## src/rtl/core/etc1_pkg.sv

```systemverilog
// Shared types, constants and the modifier table of the ETC1 block decoder.
package etc1_pkg;

    localparam int QUEUE_DEPTH = 2;

    typedef struct packed {
        logic [63:0] block_bits;
    } blk_req_t;

    typedef struct packed {
        logic [1:0] texel_x;
        logic [1:0] texel_y;
        logic [7:0] red;
        logic [7:0] green;
        logic [7:0] blue;
        logic       last_texel;
    } texel_t;

    // [0] red, [1] green, [2] blue
    typedef logic [2:0][7:0] rgb_t;

    typedef struct packed {
        logic        flip;
        logic [2:0]  cw0;
        logic [2:0]  cw1;
        rgb_t        base0;
        rgb_t        base1;
        logic [31:0] idx;
    } blk_entry_t;

    // Intensity modifier for codeword cw and texel index sel = {msb, lsb}.
    function automatic logic signed [8:0] modifier(input logic [2:0] cw, input logic [1:0] sel);
        logic [7:0] small_mag;
        logic [7:0] large_mag;
        logic [7:0] mag;
        case (cw)
            3'd0:
            begin
                small_mag = 8'd2;
                large_mag = 8'd8;
            end
            3'd1:
            begin
                small_mag = 8'd5;
                large_mag = 8'd17;
            end
            3'd2:
            begin
                small_mag = 8'd9;
                large_mag = 8'd29;
            end
            3'd3:
            begin
                small_mag = 8'd13;
                large_mag = 8'd42;
            end
            3'd4:
            begin
                small_mag = 8'd18;
                large_mag = 8'd60;
            end
            3'd5:
            begin
                small_mag = 8'd24;
                large_mag = 8'd80;
            end
            3'd6:
            begin
                small_mag = 8'd33;
                large_mag = 8'd106;
            end
            default:
            begin
                small_mag = 8'd47;
                large_mag = 8'd183;
            end
        endcase
        mag = sel[0] ? large_mag : small_mag;
        return sel[1] ? -$signed({1'b0, mag}) : $signed({1'b0, mag});
    endfunction

endpackage

```

## src/rtl/core/etc1_stream_if.sv

```systemverilog
// Valid/ready stream channel carrying one request payload.
interface etc1_stream_if #(parameter type payload_t = logic [63:0]);
    logic     valid;
    logic     ready;
    payload_t data;

    modport source (output valid, output data, input ready);
    modport sink   (input valid, input data, output ready);
endinterface

```

## src/rtl/core/etc1_front.sv

```systemverilog
// Front end: accepts a block and resolves flip, codewords and both base colors.
module etc1_front (
    etc1_stream_if.sink             blk_in,
    input  logic                    full,
    output logic                    push,
    output etc1_pkg::blk_entry_t    entry
);
    import etc1_pkg::*;

    logic [31:0] ctl;

    function automatic logic [7:0] expand_diff(input logic [4:0] b, input logic [2:0] d);
        logic signed [6:0] s;
        logic [4:0]        v;
        s = $signed({2'b00, b}) + $signed({{4{d[2]}}, d});
        if (s < 7'sd0)
            v = 5'd0;
        else if (s > 7'sd31)
            v = 5'd31;
        else
            v = s[4:0];
        return {v, v[4:2]};
    endfunction

    assign ctl          = blk_in.data.block_bits[63:32];
    assign blk_in.ready = !full;
    assign push         = blk_in.valid && !full;

    always_comb
    begin
        entry.flip = ctl[0];
        entry.cw0  = ctl[7:5];
        entry.cw1  = ctl[4:2];
        entry.idx  = blk_in.data.block_bits[31:0];
        for (int ch = 0; ch < 3; ch++)
        begin
            if (ctl[1])
            begin
                entry.base0[ch] = {ctl[27-8*ch +: 5], ctl[29-8*ch +: 3]};
                entry.base1[ch] = expand_diff(ctl[27-8*ch +: 5], ctl[24-8*ch +: 3]);
            end
            else
            begin
                entry.base0[ch] = {ctl[28-8*ch +: 4], ctl[28-8*ch +: 4]};
                entry.base1[ch] = {ctl[24-8*ch +: 4], ctl[24-8*ch +: 4]};
            end
        end
    end

endmodule

```

## src/rtl/core/etc1_queue.sv

```systemverilog
// Small FIFO of resolved blocks between front and back end.
module etc1_queue #(
    parameter int Depth = etc1_pkg::QUEUE_DEPTH
) (
    input  logic                    clk,
    input  logic                    rst_n,
    input  logic                    push,
    input  etc1_pkg::blk_entry_t    wr_data,
    output logic                    full,
    input  logic                    pop,
    output etc1_pkg::blk_entry_t    rd_data,
    output logic                    empty
);
    import etc1_pkg::*;

    localparam int PtrW = (Depth > 1) ? $clog2(Depth) : 1;
    localparam int CntW = $clog2(Depth + 1);

    blk_entry_t          store_reg [Depth];
    logic [PtrW-1:0]     wr_ptr_reg, wr_ptr_next;
    logic [PtrW-1:0]     rd_ptr_reg, rd_ptr_next;
    logic [CntW-1:0]     cnt_reg, cnt_next;
    logic                do_push, do_pop;

    assign full    = cnt_reg == CntW'(Depth);
    assign empty   = cnt_reg == '0;
    assign do_push = push && !full;
    assign do_pop  = pop && !empty;
    assign rd_data = store_reg[rd_ptr_reg];

    always_comb
    begin
        wr_ptr_next = wr_ptr_reg;
        rd_ptr_next = rd_ptr_reg;
        cnt_next    = cnt_reg;
        if (do_push)
            wr_ptr_next = (wr_ptr_reg == PtrW'(Depth - 1)) ? '0 : wr_ptr_reg + 1'b1;
        if (do_pop)
            rd_ptr_next = (rd_ptr_reg == PtrW'(Depth - 1)) ? '0 : rd_ptr_reg + 1'b1;
        if (do_push && !do_pop)
            cnt_next = cnt_reg + 1'b1;
        else if (do_pop && !do_push)
            cnt_next = cnt_reg - 1'b1;
    end

    always_ff @(posedge clk or negedge rst_n)
    begin
        if (!rst_n)
        begin
            wr_ptr_reg <= '0;
            rd_ptr_reg <= '0;
            cnt_reg    <= '0;
        end
        else
        begin
            wr_ptr_reg <= wr_ptr_next;
            rd_ptr_reg <= rd_ptr_next;
            cnt_reg    <= cnt_next;
        end
    end

    always_ff @(posedge clk)
    begin
        if (do_push)
            store_reg[wr_ptr_reg] <= wr_data;
    end

endmodule

```

## src/rtl/core/etc1_back.sv

```systemverilog
// Back end: walks the 16 texels of a block and drives the texel output register.
module etc1_back (
    input  logic                    clk,
    input  logic                    rst_n,
    input  etc1_pkg::blk_entry_t    entry,
    input  logic                    empty,
    output logic                    pop,
    etc1_stream_if.source           texel_out
);
    import etc1_pkg::*;

    blk_entry_t         cur_reg, cur_next;
    logic               busy_reg, busy_next;
    logic [3:0]         cnt_reg, cnt_next;
    logic               out_valid_reg, out_valid_next;
    texel_t             out_reg, out_next;
    logic               advance, finish;
    logic [1:0]         tx, ty;
    logic               lsb, msb, sub;
    logic [2:0]         cw;
    rgb_t               base;
    logic signed [8:0]  m;
    logic signed [9:0]  sum [3];
    rgb_t               chan;
    texel_t             texel;

    assign advance = busy_reg && (!out_valid_reg || texel_out.ready);
    assign finish  = advance && (cnt_reg == 4'd15);
    assign pop     = !empty && (!busy_reg || finish);

    assign texel_out.valid = out_valid_reg;
    assign texel_out.data  = out_reg;

    always_comb
    begin
        tx   = cnt_reg[1:0];
        ty   = cnt_reg[3:2];
        lsb  = cur_reg.idx[{1'b0, tx, ty}];
        msb  = cur_reg.idx[{1'b1, tx, ty}];
        sub  = cur_reg.flip ? ty[1] : tx[1];
        cw   = sub ? cur_reg.cw1 : cur_reg.cw0;
        base = sub ? cur_reg.base1 : cur_reg.base0;
        m    = modifier(cw, {msb, lsb});
        for (int ch = 0; ch < 3; ch++)
        begin
            sum[ch] = $signed({2'b00, base[ch]}) + $signed({m[8], m});
            if (sum[ch] < 10'sd0)
                chan[ch] = 8'd0;
            else if (sum[ch] > 10'sd255)
                chan[ch] = 8'd255;
            else
                chan[ch] = sum[ch][7:0];
        end
        texel.texel_x    = tx;
        texel.texel_y    = ty;
        texel.red        = chan[0];
        texel.green      = chan[1];
        texel.blue       = chan[2];
        texel.last_texel = (cnt_reg == 4'd15);
    end

    always_comb
    begin
        busy_next      = busy_reg;
        cnt_next       = cnt_reg;
        cur_next       = cur_reg;
        out_valid_next = out_valid_reg;
        out_next       = out_reg;
        if (advance)
            cnt_next = cnt_reg + 4'd1;
        if (finish)
            busy_next = 1'b0;
        if (pop)
        begin
            busy_next = 1'b1;
            cur_next  = entry;
        end
        if (advance)
        begin
            out_valid_next = 1'b1;
            out_next       = texel;
        end
        else if (texel_out.ready)
            out_valid_next = 1'b0;
    end

    always_ff @(posedge clk or negedge rst_n)
    begin
        if (!rst_n)
        begin
            busy_reg      <= 1'b0;
            cnt_reg       <= 4'd0;
            out_valid_reg <= 1'b0;
        end
        else
        begin
            busy_reg      <= busy_next;
            cnt_reg       <= cnt_next;
            out_valid_reg <= out_valid_next;
        end
    end

    always_ff @(posedge clk)
    begin
        cur_reg <= cur_next;
        out_reg <= out_next;
    end

endmodule

```

## src/rtl/core/etc1_block_decoder.sv

```systemverilog
// Top level of the ETC1 block decoder.
//
//  channel     dir   payload                                          per request
//  blk_in      in    block_bits[63:0]                                 one 4x4 block
//  texel_out   out   texel_x, texel_y, red, green, blue, last_texel  one texel
//
// One texel per cycle while texel_out is not stalled, set by the texel walk in the back end.
// The first texel passes the queue, the block register cur_reg and the output register.
// The queue holds QueueDepth resolved blocks, so blk_in keeps taking blocks while texels drain.
// A stalled texel holds in the output register; the walk pauses with it.
// Reset clears control state only; no clearing pass.
module etc1_block_decoder #(
    parameter int QueueDepth = etc1_pkg::QUEUE_DEPTH
) (
    input  logic            clk,
    input  logic            rst_n,
    etc1_stream_if.sink     blk_in,
    etc1_stream_if.source   texel_out
);
    import etc1_pkg::*;

    blk_entry_t push_entry;
    blk_entry_t head_entry;
    logic       push;
    logic       pop;
    logic       full;
    logic       empty;

    etc1_front u_front (
        .blk_in (blk_in),
        .full   (full),
        .push   (push),
        .entry  (push_entry)
    );

    etc1_queue #(
        .Depth (QueueDepth)
    ) u_queue (
        .clk     (clk),
        .rst_n   (rst_n),
        .push    (push),
        .wr_data (push_entry),
        .full    (full),
        .pop     (pop),
        .rd_data (head_entry),
        .empty   (empty)
    );

    etc1_back u_back (
        .clk       (clk),
        .rst_n     (rst_n),
        .entry     (head_entry),
        .empty     (empty),
        .pop       (pop),
        .texel_out (texel_out)
    );

endmodule

```

## src/flat_wrapper.sv

```systemverilog
// flat-port wrapper written by rule: the top's interface ports become plain ports
module etc1_block_decoder_flat import etc1_pkg::*;
#(
    parameter int QueueDepth = etc1_pkg::QUEUE_DEPTH
)
  (clk, rst_n, blk_in_valid, blk_in_data, blk_in_ready, texel_out_valid, texel_out_data, texel_out_ready);
  etc1_stream_if #(.payload_t(blk_req_t)) blk_in_i ();
  etc1_stream_if #(.payload_t(texel_t)) texel_out_i ();
  input  logic clk;
  input  logic rst_n;
  input wire logic [$bits(blk_in_i.valid)-1:0] blk_in_valid;
  input wire logic [$bits(blk_in_i.data)-1:0] blk_in_data;
  output wire logic [$bits(blk_in_i.ready)-1:0] blk_in_ready;
  output wire logic [$bits(texel_out_i.valid)-1:0] texel_out_valid;
  output wire logic [$bits(texel_out_i.data)-1:0] texel_out_data;
  input wire logic [$bits(texel_out_i.ready)-1:0] texel_out_ready;
  assign blk_in_i.valid = blk_in_valid;
  assign blk_in_i.data = blk_in_data;
  assign blk_in_ready = blk_in_i.ready;
  assign texel_out_valid = texel_out_i.valid;
  assign texel_out_data = texel_out_i.data;
  assign texel_out_i.ready = texel_out_ready;
  etc1_block_decoder #(.QueueDepth(QueueDepth)) u_core (.clk(clk), .rst_n(rst_n), .blk_in(blk_in_i), .texel_out(texel_out_i));
endmodule
```

## config.mk

```make
export PLATFORM = sky130hd
export DESIGN_NAME = etc1_block_decoder_flat
export DESIGN_NICKNAME = d
export VERILOG_FILES = /design/src/rtl/core/etc1_pkg.sv /design/src/rtl/core/etc1_stream_if.sv /design/src/rtl/core/etc1_front.sv /design/src/rtl/core/etc1_queue.sv /design/src/rtl/core/etc1_back.sv /design/src/rtl/core/etc1_block_decoder.sv /design/src/flat_wrapper.sv
export SDC_FILE = /design/constraint.sdc
export NUM_CORES = 1
export LEC_CHECK = 0
export BUFFER_PORTS_ARGS = -buffer_cell sky130_fd_sc_hd__buf_4
export CAP_MARGIN = 20
export CORE_MARGIN = 5
export CORE_UTILIZATION = 62
export CTS_BUF_LIST = sky130_fd_sc_hd__clkbuf_2
export CTS_CLUSTER_DIAMETER = 120
export DETAILED_ROUTE_END_ITERATION = 12
export GPL_ROUTABILITY_DRIVEN = 0
export GPL_TIMING_DRIVEN = 1
export PLACE_DENSITY = 0.82
export SKIP_LAST_GASP = 1
export SYNTH_ARGS = -nofsm -noshare
export SYNTH_HDL_FRONTEND = slang
export SYNTH_SLANG_ARGS = --single-unit
```

## constraint.sdc

```tcl
create_clock -name clk -period 5.8 [get_ports clk]
set_input_delay 1.16 -clock clk [delete_from_list [all_inputs] [get_ports clk]]
set_output_delay 1.16 -clock clk [all_outputs]
set_load 0.02 [all_outputs]
```

# Yosys cells after proc, flatten, opt, wreduce, memory -nomap -nowiden
# Memories as Yosys holds them, arrays and structs flattened. A register that Yosys moved wholly into a read port is not among the register bits.
# Index checks and enable logic that the tools add are counted.
op_classes:
  addsub: 12
  multipliers: 0
  n_div: 0
  magnitude_cmp: 14
  eq_ne: 8
  shifts: 0
  n_mux: 36
  n_bitwise: 0
  n_reduce_logical: 21
op_table:
  columns: ["op", "n"]
  rows:
  - ["2-to-1 mux 8 bit", 7]
  - ["one-hot mux 8 bit (7 select lines)", 1]
  - ["one-hot mux 6 bit (7 select lines)", 1]
  - ["adder 9 x 9 -> 10 bit", 3]
  - ["greater-than comparator 10 x 9 -> 1 bit (second input constant)", 3]
  - ["less-than comparator 10 x 1 -> 1 bit (second input constant)", 3]
  - ["2-to-1 mux 5 bit", 6]
  - ["2-to-1 mux 24 bit", 1]
  - ["adder 6 x 3 -> 7 bit", 3]
  - ["greater-than comparator 7 x 6 -> 1 bit (second input constant)", 3]
  - ["less-than comparator 7 x 1 -> 1 bit (second input constant)", 3]
  - ["2-to-1 mux 4 bit", 3]
  - ["2-to-1 mux 1 bit", 11]
  - ["== test 3 bit (second input constant)", 3]
  - ["2-to-1 mux 9 bit", 1]
  - ["negation 8 -> 9 bit", 1]
  - ["binary-select mux 1 bit (select 4 bit)", 2]
  - ["logical AND 1 bit", 8]
  - ["== test 3 x 2 -> 1 bit (second input constant)", 2]
  - ["zero test 1 bit", 6]
  - ["less-than comparator 4 x 6 -> 1 bit (second input constant)", 1]
  - ["less-than comparator 5 x 6 -> 1 bit (second input constant)", 1]
  - ["nonzero test 2 bit", 3]
  - ["adder 4 x 1 -> 4 bit (second input constant)", 1]
  - ["other kinds (11)", 14]
word_totals:
  regBits: 39
  latch_bits: 0
  ramBits: 174
  rom_bits: 0
  input_bits: 68
  out_inout_bits: 31
  word_cells: 104
  n_memories: 1
mem_list:
  columns: ["memory", "words", "word_bits", "rd", "rd_ports_with_merged_regs", "wr", "line_no", "text"]
  rows:
  - ["u_core.u_queue.store_reg", 2, 87, 1, 1, 1, "etc1_queue.sv:19", "blk_entry_t store_reg [Depth];"]

# Longest topological paths before layout
logic_depth:
  word_depth: 10
  mapped_depth: 21
  ltp_nobuf: 19

# By module
# From an unflattened synthesis, not the netlist that was laid out.
unflattened:
  cells_unflattened: 948
  area_unflattened_um2: 14345.0
modules_own_cells:
  columns: ["mod", "instances", "cells_each", "area_each_um2"]
  rows:
  - ["etc1_queue", 1, 290, 6551.3]
  - ["etc1_back", 1, 438, 6142.1]
  - ["etc1_front", 1, 220, 1651.6]

# Worst setup path after synthesis
# No wires, ideal clock.
synth_timing:
  path_type: "input to register"
  startpoint: "input blk_in_valid"
  endpoint: "memory u_core.u_queue.store_reg[0][0] (netlist name), enable pin"
  setup_ns: 0.533
  arrival_time_ns: 4.882
  slack_ns: 0.385
  stages: 2
  path_buffers: 0
  path_cell_list: "nand2_1 nor2_1"
synth_between:
  elab_chain_cells: 4
synth_rtl:
  columns: ["element", "line_no", "text"]
  rows:
  - ["from (decl)", "flat_wrapper.sv:11", "input wire logic [$bits(blk_in_i.valid)-1:0] blk_in_valid;"]
  - ["logical AND 1 bit", "etc1_front.sv:27", "assign push = blk_in.valid && !full;"]
  - ["logical AND 1 bit", "etc1_queue.sv:27", "assign do_push = push && !full;"]
  - ["2-to-1 mux 1 bit", "etc1_queue.sv:64", "if (do_push)"]
  - ["2-to-1 mux 1 bit (not written as such)", "etc1_queue.sv:65", "store_reg[wr_ptr_reg] <= wr_data;"]
  - ["to (decl)", "etc1_queue.sv:19", null]
# Every way passes these cells.

# Final worst setup path
layout_timing:
  startpoint: "register u_core.u_back.cnt_reg[2]"
  endpoint: "register u_core.u_back.out_reg, in the netlist u_core.u_back.texel_out.data[9] (data pin)"
layout_between:
  elab_chain_cells: 8
  word_cells_on_any_way: 11
  cone_classes: "2 x add/sub; 2 x order compare; 7 x mux"
layout_rtl:
  columns: ["element", "line_no", "text"]
  rows:
  - ["from (decl)", "etc1_back.sv:14", "logic [3:0] cnt_reg, cnt_next;"]
  - ["from (signal assigned)", "etc1_back.sv:98", "cnt_reg <= cnt_next;"]
  - ["binary-select mux 1 bit (select 4 bit)", "etc1_back.sv:38", "lsb = cur_reg.idx[{1'b0, tx, ty}];"]
  - ["2-to-1 mux 1 bit (not written as such)", "etc1_back.sv:38", null]
  - ["2-to-1 mux 8 bit", "etc1_pkg.sv:78", "mag = sel[0] ? large_mag : small_mag;"]
  - ["negation 8 -> 9 bit", "etc1_pkg.sv:79", "return sel[1] ? -$signed({1'b0, mag}) : $signed({1'b0, mag});"]
  - ["2-to-1 mux 9 bit *", "etc1_pkg.sv:79", null]
  - ["adder 9 x 9 -> 10 bit *", "etc1_back.sv:46", "sum[ch] = $signed({2'b00, base[ch]}) + $signed({m[8], m});"]
  - ["greater-than comparator 10 x 9 -> 1 bit", "etc1_back.sv:49", "else if (sum[ch] > 10'sd255)"]
  - ["2-to-1 mux 8 bit", "etc1_back.sv:49", null]
  - ["to (signal assigned)", "etc1_back.sv:106", "out_reg <= out_next;"]
  - ["to (decl)", "etc1_back.sv:16", "texel_t out_reg, out_next;"]
# Mark *: on every way between the ends. The rest lies on a longest branch, timed or not. The select of a mux whose other input is x is not followed.
# A chain may end at the register's enable or synchronous reset.

==> run summary <==
Status: finished, final reports clean
GRT Total Usage: 20.9%
Worst-Skew Late Latency: 820 ps
Commonest cells post-synth: 290 x edfxtp_1, 123 x mux2_2, 48 x nand2_1, 46 x a21oi_1, 43 x ha_1
Relative slew slack: 37.2%
Die H: 157 um
Final setup viols: 0
Number of clock sinks: 300
Setup crit start kind: flip-flop
I/O Buffers: 98
Largest area contributor in the netlist: edfxtp_1
Largest family of logic cells by synthesized area: multiplexers
Number of max-cap violations: 0
Nets: 1131
Post-synthesis compound-gate area fraction: 7.04%
Total global routing overflow: 0
VDD IR max: 0.000359 V
I/O Pins: 99
Fmax: 185 MHz
Core Util, Final: 71.9%
Post-Synth XOR/XNOR Area: 2.21%
Initial antenna violation count: 1
Detailed Place HPWL: 16600 um
Routed wire length per instance: 18.6 um
Synth Net Count: 969
Asr flop ratio synth: 3.33%
Mux contribution to synthesized area: 12.7%
Unrepaired setup endpoints after global routing: no
Longest Clk Path Bufs: 3
CTS tree: built
Min Tclk post-route: 5400 ps
First-pass GRT wire length: 40100 um
Root Buffer: clkbuf_2
CTS buffer count: 74
Mapped cell area: 0.0134 mm2
Distinct cells, synth: 57
Rows: 53
Vias in the first global route: 7984
Seq/Total Area, Yosys: 66.6%
Fin. Hold Viols: 0
# DRC: 0
Largest net degree at the start of global routing: 63
Adder-Cell Fraction of Synth Area: 5.04%
Initial DRC count: 439
Clk slew on worst S/H paths: 110 ps
Setup CP Type: flip-flop to flip-flop
Critical path endpoint category: flip-flop
Critical path, cell by cell: mux4_2, mux4_2, o21ai_0, a21o_1, o31ai_1, inv_1, ha_1, nand4_1, nor2_1, nand3b_1, o21ai_0, ha_1, or3_1, o22a_1, o21ai_1, maj3_1, a32oi_1, nor2b_1, a21oi_1
Clk_skew: 65.0 ps
Die ar.: 0.0247 mm2
Count leader, synth: edfxtp_1
Slowest cell on the critical path: mux4_2
Via density: 5.74
Initial Util: 63.4%
Worst Hold Class: primary input to async pin
Placeable Area: 0.0212 mm2
Yosys reg bits: 300
Instance area at placement: 0.0145 mm2
Lkg Pwr: 0.00581 uW
Simple-Gate Fraction of Synth Area: 4.91%
Prevailing post-synth register cell: edfxtp_1
Synth top area share: 64.8%
Routed Antenna Nets: 0
Tcrit/Tclk final: 93.2%
Yosys warnings: 0
Count of final max-slew check failures: 0
Worst Max-Slew Pin Slew: 916 ps
Worst path arrival time: 5900 ps
Cells after Synth: 852
Ratio of cells with drive above 1 in the final layout: 35.5%
Post-Route WL: 25000 um
Top cells by area, synth: edfxtp_1 65%, mux2_2 10%, ha_1 4.0%, dfrtp_1 1.9%, a21oi_1 1.7%
Worst Path Max Fanout: 24
Avg Cell Area, Syn: 15.8 um2
Max FFs per register: 174
Via count: 7737
Setup_tns: 0 ps
Area Overhead vs Synth: 13.5%
Post-synth EDFFs: 290
Htree depth: 3
Setup Buffers After CTS: 0
Required @ worst endpoint: 6300 ps
Horiz. Die Dim: 157 um
Max incr delay on CP: 700 ps
First-pass detailed-route iteration total: 5
Fin area: 0.0153 mm2
Pwr dens: 637 mW/mm2
-- layer usage --
metal | share of wire (%) | vias up | track usage, %
met5 | 0 | - | 0
met4 | 2.7 | 0 | 8.23
met2 | 49 | 265 | 34.6
met1 | 42 | 3759 | 27.1
met3 | 6.2 | 52 | 5.03
li1 | - | 3661 | -
-- path summary, 6_finish.rpt --
path | startpoint | slack, ps | endpoint | depth (start not counted)
worst max-delay path | u_core.u_back.cnt_reg[2] | 400 | u_core.u_back.texel_out.data[9] | 19
worst min-delay path | rst_n | 150 | u_core.u_queue.wr_ptr_reg | 1
worst max register to register | u_core.u_back.cnt_reg[2] | 400 | u_core.u_back.texel_out.data[9] | 19
worst min register to register | u_core.u_back.busy_reg | 490 | u_core.u_back.texel_out.valid | 1
max in group asynchronous | rst_n | 5460 | u_core.u_queue.rd_ptr_reg | 1
min in group clk | u_core.u_back.busy_reg | 490 | u_core.u_back.texel_out.valid | 1
-- power breakdown --
| group | switching, uW | total (uW) | internal (uW) |
|---|---|---|---|
| Combinational | 2750 | 4860 | 2110 |
| Sequential | 241 | 3450 | 3200 |
| Clock | 795 | 1410 | 618 |
| Total | 3790 | 9720 | 5930 |
-- repair_timing --
item | CTS | global route
resized for setup | 0 | 4
setup endpoints to repair | 0 | 14
hold buffers | 0 | 0
-- layout by cell type (no fill, tap or decap), types with 9 or more instances in the layout --
cell type,count
edfxtp_1,290
mux2_2,123
clkbuf_2,116
buf_4,110
nand2_1,48
a21oi_1,45
ha_1,43
o21ai_0,33
xor2_1,23
inv_1,21
o21a_1,19
nand2b_1,18
nor2_1,16
a21o_1,15
clkinv_1,12
xnor2_1,11
mux4_2,10
mux2i_1,9
-- per-stage QoR --
| stage | setup slack [ps] | cells | power, uW | hold WS [ps] |
|---|---|---|---|---|
| 6_report | 396 | 1349 | 9720 | 150 |
| 5_1_grt | 28.2 | 1349 | 10400 | 43.5 |
| 4_1_cts | 281 | 1348 | 9730 | 76.8 |
| 3_5_place_dp | 342 | 1213 | 8280 | 486 |
| 3_3_place_gp | 458 | 1213 | 8150 | 458 |
| 2_1_floorplan | 385 | 852 | 7110 | 441 |
-- worst max-delay path: cells and delay by family, from the launching register on --
kind                       cells  cell delay (ps)
DFF                            1              520
muxes                          2             1250
AOI/OAI and AO/OA              8             1170
and+or+nand+nor                5             1330
adders and majority gates      3              740
buffers and inverters          1               80
-- logic make-up after synthesis --
kind of cell / after synthesis
DFF: 300
muxes: 143
adders and majority gates: 51
buffers and inverters: 46
and+or+nand+nor: 129
xor gates and xnor gates: 34
AOI/OAI and AO/OA: 149
-- area by class of cell --
class,count,area [um2]
sequential,300,8960
fill,1371,5960
multi-input combinational,506,4320
timing repair buffer,110,826
clock buffer,116,581
tap,275,344
clock inverter,19,134
inverter,22,83.8
antenna,1,2.50
Note: power is estimated with default switching activity, not from simulation.
